==> config.mk <==
export PLATFORM = sky130hd
export DESIGN_NAME = source_token_scanner
export DESIGN_NICKNAME = d
export VERILOG_FILES = /design/src/sv/sts_pkg.sv /design/src/sv/sts_scan_core.sv /design/src/sv/sts_result_fifo.sv /design/src/sv/source_token_scanner.sv
export SDC_FILE = /design/constraint.sdc
export NUM_CORES = 1
export LEC_CHECK = 0
export BUFFER_PORTS_ARGS = -buffer_cell sky130_fd_sc_hd__buf_4
export CORE_ASPECT_RATIO = 0.9
export CORE_UTILIZATION = 39
export DETAILED_ROUTE_END_ITERATION = 8
export GPL_ROUTABILITY_DRIVEN = 0
export GPL_TIMING_DRIVEN = 0
export SETUP_SLACK_MARGIN = 0.3
export SLEW_MARGIN = 20
export SYNTH_ARGS = -nofsm -noshare
export SYNTH_HDL_FRONTEND = slang
export SYNTH_SLANG_ARGS = --single-unit
export TNS_END_PERCENT = 10
==> constraint.sdc <==
create_clock -name clk_i -period 5.3 [get_ports clk_i]
set_clock_uncertainty 0.15 [all_clocks]
set_input_delay 1.06 -clock clk_i [delete_from_list [all_inputs] [get_ports clk_i]]
set_output_delay 1.06 -clock clk_i [all_outputs]
set_load 0.03 [all_outputs]
==> src/sv/sts_pkg.sv <==
// sts_pkg: shared types, codes, keyword table and character class helpers
// for the source token scanner; no dependencies
package sts_pkg;

  localparam int unsigned LINE_BITS_DEF     = 16;
  localparam int unsigned KEYWORD_COUNT_DEF = 9;
  localparam int unsigned KW_TABLE_SIZE     = 16;
  localparam int unsigned KW_PREFIX_BYTES   = 5;
  localparam int unsigned TOKEN_LINE_W      = 16;
  localparam int unsigned FIFO_DEPTH        = 4;
  localparam int unsigned MAX_LEN_W         = 6;

  localparam logic [MAX_LEN_W-1:0] MAX_LEN_RESET = 6'd39;

  localparam logic [7:0] CH_NL    = 8'h0A;
  localparam logic [7:0] CH_TAB   = 8'h09;
  localparam logic [7:0] CH_SPACE = 8'h20;
  localparam logic [7:0] CH_EQ    = 8'h3D;
  localparam logic [7:0] CH_SLASH = 8'h2F;
  localparam logic [7:0] CH_STAR  = 8'h2A;
  localparam logic [7:0] CH_QUOTE = 8'h22;

  typedef enum logic [3:0] {
    TOK_ID     = 4'd0,
    TOK_KW     = 4'd1,
    TOK_NUM    = 4'd2,
    TOK_DELIM  = 4'd3,
    TOK_REL    = 4'd4,
    TOK_REL_EQ = 4'd5,
    TOK_SLASH  = 4'd6,
    TOK_STR    = 4'd7,
    TOK_LONG   = 4'd8,
    TOK_BAD    = 4'd9,
    TOK_EOF    = 4'd10
  } tok_class_e;

  typedef enum logic [7:0] {
    MODE_IDLE    = 8'b0000_0001,
    MODE_IDENT   = 8'b0000_0010,
    MODE_NUMBER  = 8'b0000_0100,
    MODE_REL     = 8'b0000_1000,
    MODE_SLASH   = 8'b0001_0000,
    MODE_COMMENT = 8'b0010_0000,
    MODE_STRING  = 8'b0100_0000,
    MODE_WIDE    = 8'b1000_0000
  } scan_mode_e;

  typedef struct packed {
    logic [7:0] char_code;
    logic       end_of_input;
  } in_item_t;

  typedef struct packed {
    logic [3:0]              token_class;
    logic [3:0]              keyword_index;
    logic [7:0]              first_byte;
    logic [7:0]              second_byte;
    logic [TOKEN_LINE_W-1:0] token_line;
    logic [7:0]              token_length;
    logic                    last;
  } out_item_t;

  typedef struct packed {
    logic [1:0] count;
    out_item_t  item1;
    out_item_t  item0;
  } push_t;

  // byte 0 of each entry holds the first character
  localparam logic [8*KW_PREFIX_BYTES-1:0] KW_TEXT [KW_TABLE_SIZE] = '{
    40'("fi"), 40'("esle"), 40'("rof"), 40'("elihw"), 40'("od"),
    40'("tni"), 40'("daer"), 40'("etirw"), 40'("niam"),
    40'h0, 40'h0, 40'h0, 40'h0, 40'h0, 40'h0, 40'h0
  };

  localparam logic [2:0] KW_LEN [KW_TABLE_SIZE] = '{
    3'd2, 3'd4, 3'd3, 3'd5, 3'd2, 3'd3, 3'd4, 3'd5, 3'd4,
    3'd0, 3'd0, 3'd0, 3'd0, 3'd0, 3'd0, 3'd0
  };

  function automatic logic is_alpha(input logic [7:0] b);
    return (b >= "a" && b <= "z") || (b >= "A" && b <= "Z");
  endfunction

  function automatic logic is_digit(input logic [7:0] b);
    return b >= "0" && b <= "9";
  endfunction

  function automatic logic is_single(input logic [7:0] b);
    return b inside {"+", "-", "*", "%", "(", ")", "{", "}", ";", ",", ":"};
  endfunction

  function automatic logic is_rel(input logic [7:0] b);
    return b inside {">", "<", "=", "!"};
  endfunction

  function automatic logic [7:0] to_lower(input logic [7:0] b);
    return (b >= "A" && b <= "Z") ? (b + 8'd32) : b;
  endfunction

endpackage

==> src/sv/sts_scan_core.sv <==
// sts_scan_core: scan state registers and the per-byte next-state and
// token record logic; depends on sts_pkg
module sts_scan_core import sts_pkg::*; #(
  parameter int unsigned LINE_BITS     = LINE_BITS_DEF,
  parameter int unsigned KEYWORD_COUNT = KEYWORD_COUNT_DEF
) (
  input  logic                 clk_i,
  input  logic                 rst_ni,
  input  logic                 step_i,
  input  in_item_t             item_i,
  input  logic [MAX_LEN_W-1:0] max_len_i,
  output push_t                push_o
);

  scan_mode_e                     mode_q, mode_d;
  logic [LINE_BITS-1:0]           line_q, line_d;
  logic [LINE_BITS-1:0]           sline_q, sline_d;
  logic [7:0]                     len_q, len_d;
  logic [8*KW_PREFIX_BYTES-1:0]   prefix_q, prefix_d;
  logic [7:0]                     held_q, held_d;
  logic                           star_q, star_d;
  logic                           long_q, long_d;

  logic [7:0]                     b;
  logic [7:0]                     b_low;
  logic [7:0]                     len_inc;
  logic [LINE_BITS-1:0]           line_nl;
  logic [TOKEN_LINE_W-1:0]        line_old;
  logic [TOKEN_LINE_W-1:0]        line_new;

  logic                           kw_hit;
  logic [3:0]                     kw_idx;

  scan_mode_e                     idle_mode;
  logic                           idle_emit;
  out_item_t                      idle_res;

  logic                           use_idle;
  logic                           emit_a, emit_b;
  out_item_t                      res_a, res_b, ident_res;

  assign b        = item_i.char_code;
  assign b_low    = to_lower(b);
  assign len_inc  = (len_q == 8'hFF) ? len_q : len_q + 8'd1;
  assign line_nl  = (b == CH_NL && !(&line_q)) ? line_q + 1'b1 : line_q;
  assign line_old = TOKEN_LINE_W'(sline_q);
  assign line_new = TOKEN_LINE_W'(line_nl);

  // keyword match, lowest index wins
  always_comb begin
    kw_hit = 1'b0;
    kw_idx = '0;
    for (int k = KW_TABLE_SIZE - 1; k >= 0; k--) begin
      if (k < KEYWORD_COUNT && KW_LEN[k] != 3'd0 && len_q == {5'd0, KW_LEN[k]}
          && prefix_q == KW_TEXT[k]) begin
        kw_hit = 1'b1;
        kw_idx = 4'(k);
      end
    end
  end

  always_comb begin
    ident_res              = '0;
    ident_res.token_line   = line_old;
    ident_res.token_length = len_q;
    if (long_q) begin
      ident_res.token_class = TOK_LONG;
    end else if (kw_hit) begin
      ident_res.token_class   = TOK_KW;
      ident_res.keyword_index = kw_idx;
    end else begin
      ident_res.token_class = TOK_ID;
    end
  end

  // byte arriving between tokens
  always_comb begin
    idle_mode             = MODE_IDLE;
    idle_emit             = 1'b0;
    idle_res              = '0;
    idle_res.token_line   = line_new;
    idle_res.first_byte   = b;
    idle_res.token_length = 8'd1;
    if (b == CH_SPACE || b == CH_TAB || b == CH_NL) begin
      idle_mode = MODE_IDLE;
    end else if (is_alpha(b)) begin
      idle_mode = MODE_IDENT;
    end else if (is_digit(b)) begin
      idle_mode = MODE_NUMBER;
    end else if (is_single(b)) begin
      idle_emit            = 1'b1;
      idle_res.token_class = TOK_DELIM;
    end else if (is_rel(b)) begin
      idle_mode = MODE_REL;
    end else if (b == CH_SLASH) begin
      idle_mode = MODE_SLASH;
    end else if (b == CH_QUOTE) begin
      idle_mode = MODE_STRING;
    end else if (b[7]) begin
      idle_mode = MODE_WIDE;
    end else begin
      idle_emit            = 1'b1;
      idle_res.token_class = TOK_BAD;
    end
  end

  always_comb begin
    mode_d   = mode_q;
    line_d   = line_q;
    sline_d  = sline_q;
    len_d    = len_q;
    prefix_d = prefix_q;
    held_d   = held_q;
    star_d   = star_q;
    long_d   = long_q;
    use_idle = 1'b0;
    emit_a   = 1'b0;
    emit_b   = 1'b0;
    res_a    = '0;
    res_a.token_line = line_old;
    res_b    = '0;

    if (item_i.end_of_input) begin
      unique case (mode_q)
        MODE_IDENT: begin
          emit_a = 1'b1;
          res_a  = ident_res;
        end
        MODE_NUMBER: begin
          emit_a             = 1'b1;
          res_a.token_class  = TOK_NUM;
          res_a.token_length = len_q;
        end
        MODE_REL: begin
          emit_a             = 1'b1;
          res_a.token_class  = TOK_REL;
          res_a.first_byte   = held_q;
          res_a.token_length = 8'd1;
        end
        MODE_SLASH: begin
          emit_a             = 1'b1;
          res_a.token_class  = TOK_SLASH;
          res_a.first_byte   = CH_SLASH;
          res_a.token_length = 8'd1;
        end
        MODE_STRING: begin
          emit_a             = 1'b1;
          res_a.token_class  = TOK_STR;
          res_a.token_length = len_q;
        end
        MODE_WIDE: begin
          emit_a             = 1'b1;
          res_a.token_class  = TOK_BAD;
          res_a.first_byte   = held_q;
          res_a.token_length = 8'd1;
        end
        MODE_IDLE, MODE_COMMENT: begin
          emit_a = 1'b0;
        end
        default: begin
          emit_a = 1'b0;
        end
      endcase
      emit_b            = 1'b1;
      res_b.token_class = TOK_EOF;
      res_b.token_line  = line_old;
      mode_d   = MODE_IDLE;
      line_d   = LINE_BITS'(1);
      sline_d  = LINE_BITS'(1);
      len_d    = '0;
      prefix_d = '0;
      held_d   = '0;
      star_d   = 1'b0;
      long_d   = 1'b0;
    end else begin
      line_d = line_nl;
      unique case (mode_q)
        MODE_IDENT: begin
          if (is_alpha(b) || is_digit(b)) begin
            for (int i = 0; i < KW_PREFIX_BYTES; i++) begin
              if (len_q == 8'(i)) prefix_d[8*i +: 8] = b_low;
            end
            len_d  = len_inc;
            long_d = long_q | (len_inc > {2'd0, max_len_i});
          end else begin
            emit_a   = 1'b1;
            res_a    = ident_res;
            use_idle = 1'b1;
          end
        end
        MODE_NUMBER: begin
          if (is_digit(b)) begin
            len_d = len_inc;
          end else begin
            emit_a             = 1'b1;
            res_a.token_class  = TOK_NUM;
            res_a.token_length = len_q;
            use_idle           = 1'b1;
          end
        end
        MODE_REL: begin
          emit_a           = 1'b1;
          res_a.first_byte = held_q;
          if (b == CH_EQ) begin
            res_a.token_class  = TOK_REL_EQ;
            res_a.second_byte  = CH_EQ;
            res_a.token_length = 8'd2;
            mode_d             = MODE_IDLE;
          end else begin
            res_a.token_class  = TOK_REL;
            res_a.token_length = 8'd1;
            use_idle           = 1'b1;
          end
        end
        MODE_SLASH: begin
          if (b == CH_STAR) begin
            mode_d = MODE_COMMENT;
            star_d = 1'b0;
          end else begin
            emit_a             = 1'b1;
            res_a.token_class  = TOK_SLASH;
            res_a.first_byte   = CH_SLASH;
            res_a.token_length = 8'd1;
            use_idle           = 1'b1;
          end
        end
        MODE_COMMENT: begin
          if (star_q && b == CH_SLASH) begin
            mode_d = MODE_IDLE;
            star_d = 1'b0;
          end else begin
            star_d = (b == CH_STAR);
          end
        end
        MODE_STRING: begin
          if (b == CH_QUOTE) begin
            emit_a             = 1'b1;
            res_a.token_class  = TOK_STR;
            res_a.token_length = len_q;
            mode_d             = MODE_IDLE;
          end else begin
            len_d = len_inc;
          end
        end
        MODE_WIDE: begin
          emit_a             = 1'b1;
          res_a.token_class  = TOK_BAD;
          res_a.first_byte   = held_q;
          res_a.second_byte  = b;
          res_a.token_length = 8'd2;
          mode_d             = MODE_IDLE;
        end
        MODE_IDLE: begin
          use_idle = 1'b1;
        end
        default: begin
          use_idle = 1'b1;
        end
      endcase

      if (use_idle) begin
        mode_d  = idle_mode;
        sline_d = line_nl;
        emit_b  = idle_emit;
        res_b   = idle_res;
        unique case (idle_mode)
          MODE_IDENT: begin
            len_d    = 8'd1;
            prefix_d = {{(8*KW_PREFIX_BYTES-8){1'b0}}, b_low};
            long_d   = (max_len_i == '0);
          end
          MODE_NUMBER: len_d  = 8'd1;
          MODE_STRING: len_d  = 8'd0;
          MODE_REL:    held_d = b;
          MODE_WIDE:   held_d = b;
          default:     held_d = held_q;
        endcase
      end
    end
  end

  always_comb begin
    push_o = '0;
    if (step_i) begin
      if (emit_a) begin
        push_o.item0 = res_a;
        if (emit_b) begin
          push_o.item1      = res_b;
          push_o.item1.last = 1'b1;
          push_o.count      = 2'd2;
        end else begin
          push_o.item0.last = 1'b1;
          push_o.count      = 2'd1;
        end
      end else if (emit_b) begin
        push_o.item0      = res_b;
        push_o.item0.last = 1'b1;
        push_o.count      = 2'd1;
      end
    end
  end

  always_ff @(posedge clk_i or negedge rst_ni) begin
    if (!rst_ni) begin
      mode_q   <= MODE_IDLE;
      line_q   <= LINE_BITS'(1);
      sline_q  <= LINE_BITS'(1);
      len_q    <= '0;
      prefix_q <= '0;
      held_q   <= '0;
      star_q   <= 1'b0;
      long_q   <= 1'b0;
    end else if (step_i) begin
      mode_q   <= mode_d;
      line_q   <= line_d;
      sline_q  <= sline_d;
      len_q    <= len_d;
      prefix_q <= prefix_d;
      held_q   <= held_d;
      star_q   <= star_d;
      long_q   <= long_d;
    end
  end

endmodule

==> src/sv/sts_result_fifo.sv <==
// sts_result_fifo: small result queue that takes up to two token records per
// cycle and hands out one per transfer; depends on sts_pkg
module sts_result_fifo import sts_pkg::*; (
  input  logic      clk_i,
  input  logic      rst_ni,
  input  push_t     push_i,
  output logic      room_o,
  output logic      out_valid_o,
  input  logic      out_ready_i,
  output out_item_t out_item_o
);

  localparam int unsigned PtrW = $clog2(FIFO_DEPTH);
  localparam int unsigned CntW = PtrW + 1;

  out_item_t         mem_q [FIFO_DEPTH];
  logic [PtrW-1:0]   wr_ptr_q, wr_ptr_d;
  logic [PtrW-1:0]   rd_ptr_q, rd_ptr_d;
  logic [CntW-1:0]   count_q, count_d;
  logic [PtrW-1:0]   wr_next;
  logic              pop;

  assign pop         = out_valid_o && out_ready_i;
  assign out_valid_o = (count_q != '0);
  assign out_item_o  = mem_q[rd_ptr_q];
  assign room_o      = (count_q <= CntW'(FIFO_DEPTH - 2));
  assign wr_next     = wr_ptr_q + 1'b1;

  always_comb begin
    wr_ptr_d = wr_ptr_q + PtrW'(push_i.count);
    rd_ptr_d = pop ? rd_ptr_q + 1'b1 : rd_ptr_q;
    count_d  = count_q + CntW'(push_i.count) - CntW'(pop);
  end

  always_ff @(posedge clk_i) begin
    if (push_i.count != 2'd0) mem_q[wr_ptr_q] <= push_i.item0;
    if (push_i.count == 2'd2) mem_q[wr_next] <= push_i.item1;
  end

  always_ff @(posedge clk_i or negedge rst_ni) begin
    if (!rst_ni) begin
      wr_ptr_q <= '0;
      rd_ptr_q <= '0;
      count_q  <= '0;
    end else begin
      wr_ptr_q <= wr_ptr_d;
      rd_ptr_q <= rd_ptr_d;
      count_q  <= count_d;
    end
  end

endmodule

==> src/sv/source_token_scanner.sv <==
// source_token_scanner: top level with input register, scan core and result queue
// depends on sts_pkg, sts_scan_core, sts_result_fifo
// a byte passes the input register, then the scan core writes its records into the result queue
// throughput: one byte per cycle while the result queue has room; output side drains one record per
// cycle while out_ready_i is high, so a byte that closes a token and forms another leaves two records
// reset: asynchronous, clears input register, scan state, queue and sets max_len_q to 39
module source_token_scanner import sts_pkg::*; #(
  parameter int unsigned LINE_BITS     = LINE_BITS_DEF,
  parameter int unsigned KEYWORD_COUNT = KEYWORD_COUNT_DEF
) (
  input  logic                 clk_i,
  input  logic                 rst_ni,
  input  logic                 in_valid_i,
  output logic                 in_ready_o,
  input  in_item_t             in_item_i,
  output logic                 out_valid_o,
  input  logic                 out_ready_i,
  output out_item_t            out_item_o,
  input  logic                 cfg_we_i,
  input  logic [MAX_LEN_W-1:0] cfg_wdata_i
);

  logic                 in_valid_q;
  in_item_t             in_item_q;
  logic [MAX_LEN_W-1:0] max_len_q;
  logic                 room;
  logic                 step;
  push_t                push;

  assign step       = in_valid_q && room;
  assign in_ready_o = !in_valid_q || step;

  always_ff @(posedge clk_i or negedge rst_ni) begin
    if (!rst_ni) begin
      in_valid_q <= 1'b0;
      max_len_q  <= MAX_LEN_RESET;
    end else begin
      if (in_ready_o) in_valid_q <= in_valid_i;
      if (cfg_we_i) max_len_q <= cfg_wdata_i;
    end
  end

  always_ff @(posedge clk_i) begin
    if (in_valid_i && in_ready_o) in_item_q <= in_item_i;
  end

  sts_scan_core #(
    .LINE_BITS     (LINE_BITS),
    .KEYWORD_COUNT (KEYWORD_COUNT)
  ) u_core (
    .clk_i     (clk_i),
    .rst_ni    (rst_ni),
    .step_i    (step),
    .item_i    (in_item_q),
    .max_len_i (max_len_q),
    .push_o    (push)
  );

  sts_result_fifo u_fifo (
    .clk_i       (clk_i),
    .rst_ni      (rst_ni),
    .push_i      (push),
    .room_o      (room),
    .out_valid_o (out_valid_o),
    .out_ready_i (out_ready_i),
    .out_item_o  (out_item_o)
  );

endmodule

==> impl_metrics.ini, run 1 <==
[layout]
instances_no_fill = 2323
multi_input_area_sq_mm = 0.00840
nets = 1779
n_antenna_cell = 0
nFillCells = 3951
layout-drive-gt1-share_pct = 18.0
area.sequential_sq_mm = 0.00817
syn_to_final_growth_pct = 17.1

[floorplan]
dieArea_sq_mm = 0.0444
num_rows = 72
die_h_um = 200
start_util_pct = 39.5
core-area_sq_mm = 0.0430
ios = 71
die_x_um = 222

[critical_path]
crit_fanout = 10
worstPathCellList = clkbuf_4, or4b_1, o211a_1, a41o_1, nor4_4, or2_1, buf_4, nand2_1, ha_2, nor2_4, nor4_4, buf_4, clkbuf_1, a31oi_1, o22ai_1
cp-start-kind = flip-flop
worstSetupEndpointType = flip-flop
crit_arrival_ns = 5.28
critical_path_buf_inv_count = 4
slowest_stage = clkbuf_1
critical_path_class = flip-flop to flip-flop
cp_slowest_stage_delay_ns = 0.70
crit_family = simple AND/OR/NAND/NOR gates
cp.required_ns = 5.53

[yosys]
syn_inst = 1616
syn_nets = 1655
synth_edf_count = 125
yosysTopAreaCell = edfxtp_1
async_flop_share_pct = 35.3
yosys.cell_count.top_type = nand2_1
ys_top_cells_by_count = nand2_1 (167), o21ai_0 (134), edfxtp_1 (125)
avgSynthCellArea_sq_um = 10.5
synthTopCellsByArea = edfxtp_1 (22%), dfrtp_1 (15%), dfxtp_1 (9.4%)
synthFlopType = edfxtp_1
seq_area_frac_synth_pct = 48.1
synth_area_sq_mm = 0.0170
yosysWarnings = 0
ys_ff_latch = 317
synth_cell_types = 99
synth_top_area_share_pct = 22.1

[sta]
rsz0062_at_grt = true
fin_crit_ns = 5.05
finalSetupViolCount = 0
tightest_slew_ns = 1.18
maxSlewViolCount = 0
slew_headroom_pct = 20.5
final_hold_viol_count = 0
finalCritPeriodShare_pct = 95.3
fmax_mhz = 198
holdWs_ns = 0.269

[clocking]
clockBufferDepth = 3
numClockSinks = 317
insertion_delay_ns = 0.55
cts_tree = done
htreeDepth = 2
hold_buffers = 0
clk_pin_slew_worst_paths_ns = 0.06
cts_buffers = 37
root_buffer = clkbuf_16

[place]
place.detailed.hpwl_um = 42200
dp.cells = 2244
numPortBuffers = 70

[route]
vias = 15058
drt_iter0_markers = 2111
wl_um = 58800
route.antenna.remaining_nets = 0
route.detailed.drc = 13
wire_per_inst_um = 25.3
drt_pass1_iterations = 9
via_per_inst = 6.48

[run_status]
status = finished with violations
violations = DRC

[global_routing]
grt_max_degree = 73
antenna_found_initial = 0
grt_first_pass_wirelength_um = 88800
grt_overflow = 0
grt_pass1_vias = 14406
track_usage_pct = 26.4

[pwr]
vdd_drop_max_v = 0.000191
leakage_nw = 7.09
p_per_area_mw_per_mm2 = 478

[flow_run]
drv_cap = 0

[hold_path]
worstHoldPathType = input port to asynchronous set/reset pin
==> power by group <==
| group | total (mW) | switching (mW) | internal (mW) |
|---|---|---|---|
| Clock | 2.58 | 1.05 | 1.53 |
| Combinational | 3.83 | 2.64 | 1.20 |
| Sequential | 3.09 | 0.202 | 2.89 |
==> flip-flops by register name, indices dropped and copies added, names as in the netlist, 3 cells and up <==
signal,flops
u_core.held_q,8
u_fifo.mem_q,196
max_len_q,6
u_core.line_q,16
u_core.mode_q,8
u_core.line_old,16
u_core.prefix_q,40
u_core.len_q,8
u_fifo.count_q,3
in_item_q,9
==> cells in the final DEF, fill, tap and decap left out, types with 14 or more instances in the layout <==
master	count
nand2_1	167
o21ai_0	134
edfxtp_1	125
dfrtp_1	105
buf_4	83
dfxtp_1	80
nand3_1	78
a22o_1	76
nor2_1	74
clkbuf_1	71
o22ai_1	50
mux4_2	49
nor3_1	42
clkbuf_16	38
a21oi_1	36
inv_1	27
a32o_1	26
nand4_1	25
a31oi_1	25
buf_2	19
nor4_1	18
a22oi_1	17
ha_1	17
and2_1	14
xnor2_1	14
==> stage by stage <==
| step | setup TNS [ns] | worst slack [ns] | cell area (sq um) | utilization [%] | power (mW) |
|---|---|---|---|---|---|
| 2_1_floorplan | 0 | 0.367 | 17000 | - | 5.44 |
| 3_3_place_gp | -230.27 | -1.60 | 18200 | 42.4 | 6.68 |
| 3_5_place_dp | -119.34 | -1.05 | 18300 | 42.5 | 6.73 |
| 4_1_cts | 0 | 0.131 | 19700 | 45.8 | 9.38 |
| 5_1_grt | 0 | 0.131 | 19900 | 46.3 | 9.87 |
| 6_report | 0 | 0.249 | 19900 | 46.3 | 9.51 |
==> layout make-up <==
cell class                 instances  area share (%)
multi-input combinational       1153            42.2
sequential                       317            41.0
clock buffer                      44            4.94
timing repair buffer              85            3.56
tap                              555            3.49
buffer                           112            2.63
clock inverter                    23            1.18
inverter                          34           0.937
==> worst reg2reg max path, cell delays in order, from the launching register on <==
cell and delay, ns:
edfxtp_1 0.39, clkbuf_4 0.24, or4b_1 0.55, o211a_1 0.29
a41o_1 0.31, nor4_4 0.36, or2_1 0.14, buf_4 0.22
nand2_1 0.09, ha_2 0.46, nor2_4 0.10, nor4_4 0.30
buf_4 0.24, clkbuf_1 0.70, a31oi_1 0.13, o22ai_1 0.21
==> logic make-up after synthesis <==
| family | synth area share [%] |
|---|---|
| simple gates | 16.3 |
| mux | 7.24 |
| compound gates | 22.2 |
| buf+inv | 3.64 |
| fa+ha+maj | 1.44 |
| xor+xnor | 1.19 |
| flops | 48.1 |
==> worst paths after layout <==
path	start	end	slack (ns)	depth (start not counted)
setup / recovery	in_item_q[6]$_DFFE_PP_	u_fifo.mem_q[2][24]$_DFFE_PP_	0.25	15
hold / removal	rst_ni	u_core.prefix_q[28]$_DFFE_PN0P_	0.27	1
setup reg to reg	in_item_q[6]$_DFFE_PP_	u_fifo.mem_q[2][24]$_DFFE_PP_	0.25	15
hold reg to reg	u_fifo.mem_q[1][26]$_SDFFE_PP0P_	u_fifo.mem_q[1][26]$_SDFFE_PP0P_	0.30	2
max in group asynchronous	rst_ni	u_core.line_old[0]$_DFFE_PN1P_	3.97	2
min in group clk_i	u_fifo.mem_q[1][26]$_SDFFE_PP0P_	u_fifo.mem_q[1][26]$_SDFFE_PP0P_	0.30	2
==> routing by layer <==
| metal | part of all wire, % | vias to the layer above | GRT usage, % |
|---|---|---|---|
| met2 | 43 | 922 | 40.1 |
| met4 | 4.0 | 0 | 10.2 |
| li1 | - | 6575 | - |
| met1 | 42 | 7403 | 36.8 |
| met5 | 0 | - | 0 |
| met3 | 11 | 158 | 5.72 |
==> what timing repair did <==
action	4_1_cts	5_1_grt
pin swaps	4	7
resized for setup	34	41
setup endpoints to repair	275	255
buffers inserted	5	7
Note: power is estimated with default switching activity, not from simulation.
==> inputs of run 2 (changes only) <==
==> constraint.sdc (replaced) <==
create_clock -name clk_i -period 5.3 [get_ports clk_i]
set_clock_uncertainty 0.15 [all_clocks]
set_input_delay 0.265 -clock clk_i [delete_from_list [all_inputs] [get_ports clk_i]]
set_output_delay 0.265 -clock clk_i [all_outputs]
set_load 0.03 [all_outputs]
==> run 2 against run 1 <==
Highest routed layer unchanged. Die area is the same. The run still ends with DRC left. Clock power is essentially flat. Via count grew 0.52%. Cell count grew 0.82%. Combinational power is essentially flat. Setup slack lost 0.016 ns. Wire length grew 0.27%. Register-to-register slack lost 0.02 ns. Non-clock buffer count grew 19. Total power grew 0.15%. Flip-flop and latch count is the same. First-iteration DRC count shrank 3.6%.
==> impl_metrics.ini, run 2 (synthesis gave the netlist of run 1 again) <==
[clocking]
clk_pin_slew_worst_paths_ns = 0.06
cts_tree = done
insertion_delay_ns = 0.55
htreeDepth = 2
cts_buffers = 37
root_buffer = clkbuf_16
clockBufferDepth = 3
numClockSinks = 317

[route]
drt_iter0_markers = 2036
drt_pass1_iterations = 9
wl_um = 59000
route.antenna.remaining_nets = 0
route.detailed.drc = 5
via_per_inst = 6.46
wire_per_inst_um = 25.2
vias = 15136

[layout]
layout-drive-gt1-share_pct = 17.8
n_antenna_cell = 0
nFillCells = 3939
regMostFlops = u_fifo.mem_q
largestRegisters = u_fifo.mem_q x196, u_core.prefix_q x40
area.sequential_sq_mm = 0.00817
design_area_sq_mm = 0.0201
multi_input_area_sq_mm = 0.00840
largest_reg_flops = 196
instances_no_fill = 2342
nets = 1798
syn_to_final_growth_pct = 18.2
mostFrequentLayoutCells = nand2_1 (167), o21ai_0 (134), edfxtp_1 (125)
final_common_cell = nand2_1

[critical_path]
worstSetupEndpointType = flip-flop
r2r_slack_ns = 0.23
reg2regPathDepth = 18
cp.required_ns = 5.43
timing.rr.start = in_item_q[3]$_DFFE_PP_
crit_fanout = 10
cp-start-kind = flip-flop
regToRegEndpoint = u_fifo.mem_q[3][16]$_DFFE_PP_
critical_path_class = flip-flop to flip-flop
crit_arrival_ns = 5.20

[floorplan]
core-area_sq_mm = 0.0430
die_x_um = 222
dieArea_sq_mm = 0.0444
die_h_um = 200
start_util_pct = 39.5
num_rows = 72
ios = 71

[sta]
fin_ws_ns = 0.234
finalCritPeriodShare_pct = 95.6
fmax_mhz = 197
tightest_slew_ns = 1.12
final_hold_viol_count = 0
fin_crit_ns = 5.07
finalSetupViolCount = 0
rsz0062_at_grt = true
maxSlewViolCount = 0
slew_headroom_pct = 24.1

[pwr]
p_per_area_mw_per_mm2 = 474
vdd_drop_max_v = 0.000190
leakage_nw = 7.17

[global_routing]
grt_pass1_vias = 14445
grt_overflow = 0
grt_max_degree = 73
antenna_found_initial = 0
grt_first_pass_wirelength_um = 88900
track_usage_pct = 26.4

[place]
dp.cells = 2244
numPortBuffers = 70
placed_cell_area_sq_mm = 0.0183
dpl_worst_slack_ns = -1.05
place.detailed.hpwl_um = 42200

[run_status]
status = finished with violations
violations = DRC

[hold_path]
worstHoldPathType = input port to asynchronous set/reset pin

[flow_run]
drv_cap = 0
[run 2: changes by cell type in the layout (fill, tap and decap cells not counted), sizes merged]
cell,delta
dlygate4sd3,+19
[run 2: worst max path at each step]
stage	startpoint	to	slack, ns	cells after the start
floorplan	in_item_q[1]$_DFFE_PP_	u_fifo.mem_q[0][0]$_DFFE_PP_	0.37	14
global placement	in_item_q[7]$_DFFE_PP_	u_fifo.mem_q[0][18]$_DFFE_PP_	-1.60	14
detailed placement	in_item_q[7]$_DFFE_PP_	u_fifo.mem_q[1][18]$_DFFE_PP_	-1.05	15
CTS	in_item_q[6]$_DFFE_PP_	u_fifo.mem_q[0][46]$_DFFE_PP_	0.13	15
global route	in_item_q[6]$_DFFE_PP_	u_fifo.mem_q[2][21]$_DFFE_PP_	0.13	18
finish	in_item_q[3]$_DFFE_PP_	u_fifo.mem_q[3][16]$_DFFE_PP_	0.23	18
[run 2: worst max-delay path, cell delays in order, from the launching register on]
cell      delay, ns
edfxtp_1       0.35
buf_2          0.18
nor4bb_1       0.24
buf_2          0.27
a21oi_1        0.15
or4_1          0.59
buf_2          0.22
a21o_1         0.18
buf_6          0.16
o21ai_4        0.18
inv_2          0.13
ha_2           0.36
nor2_4         0.31
nor2_1         0.13
nand3_2        0.21
clkbuf_2       0.28
o21ai_0        0.27
a32oi_1        0.32
o22ai_1        0.12
[run 2: report_power, final]
group / switching, mW / total, mW / internal (mW)
Sequential: 0.203 / 3.09 / 2.89
Clock: 1.06 / 2.59 / 1.53
Combinational: 2.64 / 3.84 / 1.21
[run 2: final cells by class]
type                       instances  share of cell area (%)
multi-input combinational       1153                    41.8
sequential                       317                    40.6
clock buffer                      44                    4.89
timing repair buffer             104                    4.48
tap                              555                    3.46
buffer                           112                    2.61
clock inverter                    23                    1.16
inverter                          34                   0.928
[run 2: repair_timing]
| item | in CTS | in global routing |
|---|---|---|
| buffers inserted | 5 | 7 |
| endpoints found under the hold margin | 128 | 0 |
| hold buffers | 19 | 0 |
| pin swaps | 4 | 7 |
| setup endpoints to repair | 275 | 255 |
| resized for setup | 34 | 41 |
[run 2: per-stage QoR]
step | setup TNS (ns) | power (mW) | hold WS [ns] | util (%)
2_1_floorplan | 0 | 5.44 | -0.181 | -
3_3_place_gp | -230.27 | 6.68 | 0.280 | 42.4
3_5_place_dp | -119.34 | 6.73 | 0.0721 | 42.5
4_1_cts | 0 | 9.40 | 0.0247 | 46.2
5_1_grt | 0 | 9.88 | 0.0792 | 46.8
6_report | 0 | 9.53 | 0.0402 | 46.8
[run 2: metal layers]
layer  vias to the layer above  track usage, %  routed length (um)
met3                       163            5.68                6140
met2                       901            40.1               25400
met5                         -               0                   0
met1                      7454            36.8               25000
met4                         0            10.2                2350
li1                       6618               -                   -
